[config.mk]
export PLATFORM = sky130hd
export DESIGN_NAME = e2q_cordic_stage
export DESIGN_NICKNAME = d
export VERILOG_FILES = /design/src/hdl/e2q_pkg.sv /design/src/hdl/e2q_cordic_stage.sv
export SDC_FILE = /design/constraint.sdc
export NUM_CORES = 1
export LEC_CHECK = 0
export BUFFER_PORTS_ARGS = -buffer_cell sky130_fd_sc_hd__buf_2
export CAP_MARGIN = 10
export CORE_MARGIN = 10
export CORE_UTILIZATION = 61
export DETAILED_ROUTE_END_ITERATION = 6
export PLACE_DENSITY = 0.88
export SETUP_SLACK_MARGIN = 0.5
export SYNTH_ARGS = -nofsm -noshare
export SYNTH_HDL_FRONTEND = slang
export SYNTH_SLANG_ARGS = --single-unit
[constraint.sdc]
create_clock -name clk_i -period 4.59 [get_ports clk_i]
set_input_delay 0.459 -clock clk_i [delete_from_list [all_inputs] [get_ports clk_i]]
set_output_delay 0.459 -clock clk_i [all_outputs]
set_load 0.005 [all_outputs]
[src/hdl/e2q_pkg.sv]
// ----------------------------------------------------------------------------
// e2q_pkg
// Shared types, constants and the arctangent table of the Euler-angle to
// quaternion unit.
// ----------------------------------------------------------------------------
`default_nettype none

package e2q_pkg;

  localparam int unsigned CordicStepsDflt = 16;
  localparam int unsigned AngleBitsDflt   = 16;
  localparam int unsigned AtanEntries     = 30;
  localparam int unsigned XyW             = 34;
  localparam logic signed [XyW-1:0] CordicGainQ30 = 34'sd652032874;

  typedef struct packed {
    logic signed [15:0] roll_angle;
    logic signed [15:0] pitch_angle;
    logic signed [15:0] yaw_angle;
  } in_beat_t;

  typedef struct packed {
    logic signed [15:0] quat_w;
    logic signed [15:0] quat_x;
    logic signed [15:0] quat_y;
    logic signed [15:0] quat_z;
  } out_beat_t;

  // atan(2^-i) with pi = 2^31.
  function automatic logic [31:0] atan_raw(input logic [4:0] i);
    logic [31:0] t;
    case (i)
      5'd0:  t = 32'd536870912;
      5'd1:  t = 32'd316933406;
      5'd2:  t = 32'd167458907;
      5'd3:  t = 32'd85004756;
      5'd4:  t = 32'd42667331;
      5'd5:  t = 32'd21354465;
      5'd6:  t = 32'd10679838;
      5'd7:  t = 32'd5340245;
      5'd8:  t = 32'd2670163;
      5'd9:  t = 32'd1335087;
      5'd10: t = 32'd667544;
      5'd11: t = 32'd333772;
      5'd12: t = 32'd166886;
      5'd13: t = 32'd83443;
      5'd14: t = 32'd41722;
      5'd15: t = 32'd20861;
      5'd16: t = 32'd10430;
      5'd17: t = 32'd5215;
      5'd18: t = 32'd2608;
      5'd19: t = 32'd1304;
      5'd20: t = 32'd652;
      5'd21: t = 32'd326;
      5'd22: t = 32'd163;
      5'd23: t = 32'd81;
      5'd24: t = 32'd41;
      5'd25: t = 32'd20;
      5'd26: t = 32'd10;
      5'd27: t = 32'd5;
      5'd28: t = 32'd3;
      5'd29: t = 32'd1;
      default: t = 32'd0;
    endcase
    return t;
  endfunction

endpackage

`default_nettype wire

[src/hdl/e2q_cordic_stage.sv]
// ----------------------------------------------------------------------------
// e2q_cordic_stage
// One registered rotation-mode CORDIC iteration for three angles at once.
// ----------------------------------------------------------------------------
`default_nettype none

module e2q_cordic_stage #(
  parameter int unsigned Step      = 0,
  parameter int unsigned AngleBits = e2q_pkg::AngleBitsDflt
) (
  input  wire logic                          clk_i,
  input  wire logic                          en_i,
  input  wire logic signed [e2q_pkg::XyW-1:0] x_i [3],
  input  wire logic signed [e2q_pkg::XyW-1:0] y_i [3],
  input  wire logic signed [AngleBits+1:0]    z_i [3],
  output logic signed [e2q_pkg::XyW-1:0]      x_o [3],
  output logic signed [e2q_pkg::XyW-1:0]      y_o [3],
  output logic signed [AngleBits+1:0]         z_o [3]
);

  localparam int unsigned ZW = AngleBits + 2;

  // Arctangent brought to the accumulator scale, worked out at elaboration.
  function automatic logic signed [ZW-1:0] atan_scaled();
    longint t;
    t = longint'(e2q_pkg::atan_raw(5'(Step)));
    if (AngleBits >= 31) t = t <<< (AngleBits - 31);
    else t = (t + (longint'(1) <<< (30 - AngleBits))) >>> (31 - AngleBits);
    return ZW'(t);
  endfunction

  localparam logic signed [ZW-1:0] Atan = atan_scaled();

  logic signed [e2q_pkg::XyW-1:0] x_d [3];
  logic signed [e2q_pkg::XyW-1:0] y_d [3];
  logic signed [ZW-1:0]           z_d [3];

  always_comb begin
    for (int k = 0; k < 3; k++) begin
      if (!z_i[k][ZW-1]) begin
        x_d[k] = x_i[k] - (y_i[k] >>> Step);
        y_d[k] = y_i[k] + (x_i[k] >>> Step);
        z_d[k] = z_i[k] - Atan;
      end else begin
        x_d[k] = x_i[k] + (y_i[k] >>> Step);
        y_d[k] = y_i[k] - (x_i[k] >>> Step);
        z_d[k] = z_i[k] + Atan;
      end
    end
  end

  always_ff @(posedge clk_i) begin
    if (en_i) begin
      x_o <= x_d;
      y_o <= y_d;
      z_o <= z_d;
    end
  end

endmodule

`default_nettype wire

# Word level (Yosys, flattened, before mapping)

Index checks and enable logic that the tools add are counted.

$add $sub $neg: 15
Mux-type cells: 9

Operator list:

| operator                                                              | number |
|---|---|
| 34-bit 2-to-1 mux                                                     | 6 |
| 34-bit subtractor                                                     | 6 |
| 34-bit adder                                                          | 3 |
| 18-bit by 16-bit adder with 18-bit output, second input constant      | 3 |
| 18-bit 2-to-1 mux                                                     | 3 |
| 18-bit by 16-bit subtractor with 18-bit output, second input constant | 3 |

Input bits: 260
Bits in registers: 258
Word-level logic and storage cells: 33

# Depth between registers and ports, before layout

Depth after elaboration: 2
Gate-level depth with buffers: 13
Gate-level depth less buffers: 13

# Worst setup path after synthesis

Ideal clock, no wire load.

Kind: input -> register
Start point: input x_i[68] (netlist bit)
End point: register x_o[100] (netlist bit), data pin
Setup time: 270 ps
Required time: 4320 ps
Slack: 1385 ps
Buffers on the path: 0
Cell stages on the path: 12
Arrival: 2934 ps
Cell sequence: ha_1 -> fa_1 -> nor2b_1 -> o211ai_1 -> a211oi_4 -> o31ai_2 -> a211o_1 -> a211oi_2 -> a21o_1 -> a221o_1 -> o32ai_1 -> xor2_1

RTL lines:

| what                   | line                   | source |
|---|---|---|
| start: declaration     | e2q_cordic_stage.sv:13 | `input wire logic signed [e2q_pkg::XyW-1:0] x_i [3],` |
| end signal: assignment | e2q_cordic_stage.sv:54 | `x_o <= x_d;` |
| end: declaration       | e2q_cordic_stage.sv:16 | `output logic signed [e2q_pkg::XyW-1:0] x_o [3],` |

==> qor.yml <==
run_status:
  status: "finished clean"
routing:
  vias: 24959
  first_pass_iters: 7
  drt_iter0_markers: 3703
  ant_nets: 0
  via_per_inst: 6.426
  drcViolationCount: 0
  wl_per_cell_um: 24.62
  finalWirelength_mm: 95.63
cts:
  hold_buffers: 0
  cts.sinks: 255
  cts-resized-gates: 0
  cts_htree_levels: 1
  clk_pin_slew_ns: 0.06
  cts_tree: "done"
  root_buffer: "clkbuf_16"
  max-clock-path-buffers: 3
  cts_buffers: 29
  postCtsSetupBuffers: 0
synth:
  synth-compound-area-share: 0.2469
  synth_xor_area_frac: 0.06864
  synth.area.top_cells: "edfxtp_1, ha_1, a21oi_1"
  synth.largest_area_cell: "edfxtp_1"
  synthCells: 2882
  synthMuxAreaShare: 0.02022
  synth_adder_area_share: 0.1635
  synth_area_mm2: 0.02488
  synth_top_family_by_area: "compound AO/OA/AOI/OAI gates"
  ys_ff_latch: 255
  ys_seq_area_frac: 0.3078
  syn_nets: 3460
  synth-warning-count: 0
  yosys.cell_count.top_type: "a21oi_1"
  synth_flop_cell: "edfxtp_1"
  synth_top_area_share: 0.3078
  synth_top_cells_by_count: "a21oi_1, ha_1, inv_1, edfxtp_1, nor2_1"
  synthArstFlopShare: 0
  synth_edf_count: 255
  ys_types: 96
  synthSimpleGateAreaFrac: 0.1222
  synth_area_per_cell_um2: 8.633
worst_setup_path:
  arrival_ns: 3.99
  cp_num_buf_inv: 3
  start_kind: "primary input"
  slowest_stage: "a2111oi_0"
  end_kind: "flop"
  worstPathRequired_ns: 4.89
  critPathKind: "in -> reg"
  cp_max_fo: 12
  cp_cell_sequence: "buf_2, inv_1, ha_1, nand2_1, nor3_1, a211o_1, a31oi_1, buf_4, a2111oi_0, nor2b_1, o31ai_1, xor2_1"
  max_stage_delay_ns: 0.96
  crit_family: "compound AO/OA/AOI/OAI gates"
grt:
  grt_use_total: 0.3632
  grt_overflow_total: 0
  grt_max_degree: 91
  grt_pass1_vias: 23725
  antenna_found_initial: 33
  grt_pass1_wl_mm: 143.4
timing:
  relSlewSlack: 0.2261
  drv_slew: 0
  period_needed_ns: 3.685
  fmax_mhz: 271.4
  finalCritPeriodShare: 0.8027
  setup-tns-final_ns: 0
  setup_viol: 0
  rsz0062_at_grt: "false"
  worstMarginPinSlew_ns: 1.132
  hold_viol_final: 0
floorplanning:
  dieArea_mm2: 0.04927
  core.rowCount: 73
  io-pin-count: 518
  start_util: 0.6219
  die_y_um: 222.0
  core-area_mm2: 0.04001
  die_width_um: 222.0
finish:
  drive_above_1_share: 0.1889
  area_delta_synth_final_pct: 15.75
  regArea_mm2: 0.007657
  multiInputGateArea_mm2: 0.01546
  fillCellCount: 3013
  fin_util: 0.7199
  num-nets-final: 3893
placed_design:
  place.gp.congestion: 1.038
  hpwl_mm: 75.54
  portBuffers: 517
worst_hold_path:
  min_path_type: "in -> reg"
flow_run:
  cap_violations: 0
power:
  ir_drop_mv: 0.3689
  p_leak_nw: 13.23
  power.density_mw_per_mm2: 313.3
-- sequential cells by signal (all words and copies together) (netlist names) --
register	cells
z_o	54
x_o	100
y_o	101
-- power breakdown --
group | internal [mW] | switching, mW | total (mW)
Combinational | 1.25 | 2.06 | 3.31
Clock | 1.49 | 1.01 | 2.50
Sequential | 3.05 | 0.155 | 3.21
-- stage by stage --
stage | power [mW] | instances | setup WS [ns] | hold slack, ns | instance area [um^2]
CTS | 8.940 | 3860 | 1.048 | 0.01258 | 28740
global route | 9.372 | 3877 | 0.7172 | 0.02516 | 28780
detailed placement | 6.423 | 3809 | 0.4668 | 0.6376 | 27750
floorplan | 5.080 | 2882 | 1.385 | 0.5579 | 24880
finish | 9.024 | 3884 | 0.9054 | 0.02336 | 28800
global placement | 6.369 | 3809 | 0.4723 | 0.6369 | 27750
-- kinds of logic (layout without fill, tap and decap cells) --
logic type	count (synthesis)	after routing
muxes	50	50
adders and majority gates	318	318
xor gates and xnor gates	195	195
and+or+nand+nor	633	633
AOI/OAI and AO/OA	978	978
DFF	255	255
other	0	24
buffers and inverters	453	906
-- final timing paths --
kind | slack [ns] | startpoint | to | depth (start not counted)
worst min-delay path | 0.02 | z_i[30] | z_o[30] | 1
worst max-delay path | 0.91 | x_i[77] | x_o[93] | 12
-- layer usage --
layer	part of all wire	GRT usage
met4	0.043	0.1404
met2	0.46	0.5935
met3	0.11	0.08872
met1	0.38	0.4542
met5	0.0013	0
-- area by class of cell --
| class | instances | share of cell area |
|---|---|---|
| Clock inverter | 17 | 0.008602 |
| Timing Repair Buffer | 538 | 0.09653 |
| Multi-Input combinational cell | 2174 | 0.5369 |
| Clock buffer | 34 | 0.02585 |
| Inverter | 317 | 0.04131 |
| Tap cell | 525 | 0.02281 |
| Antenna cell | 24 | 0.002085 |
| Sequential cell | 255 | 0.2659 |
-- cell usage in the layout (no fill, tap or decap), drive strengths merged, types with 24 or more instances in the layout --
cell type and instances:
xnor2 161, nand2b 32, nor2b 35, a21o 81, buf 538, clkbuf 34
diode 24, nand2 130, o21a 28, nor3 62, inv 306, o21ai 199
mux2i 48, xor2 34, a21oi 371, o21bai 81, a31oi 28, ha 306
a211oi 30, edfxtp 255, nor2 226, nand4 25, nand3 28
No activity file was read; power rests on OpenSTA's default activity.
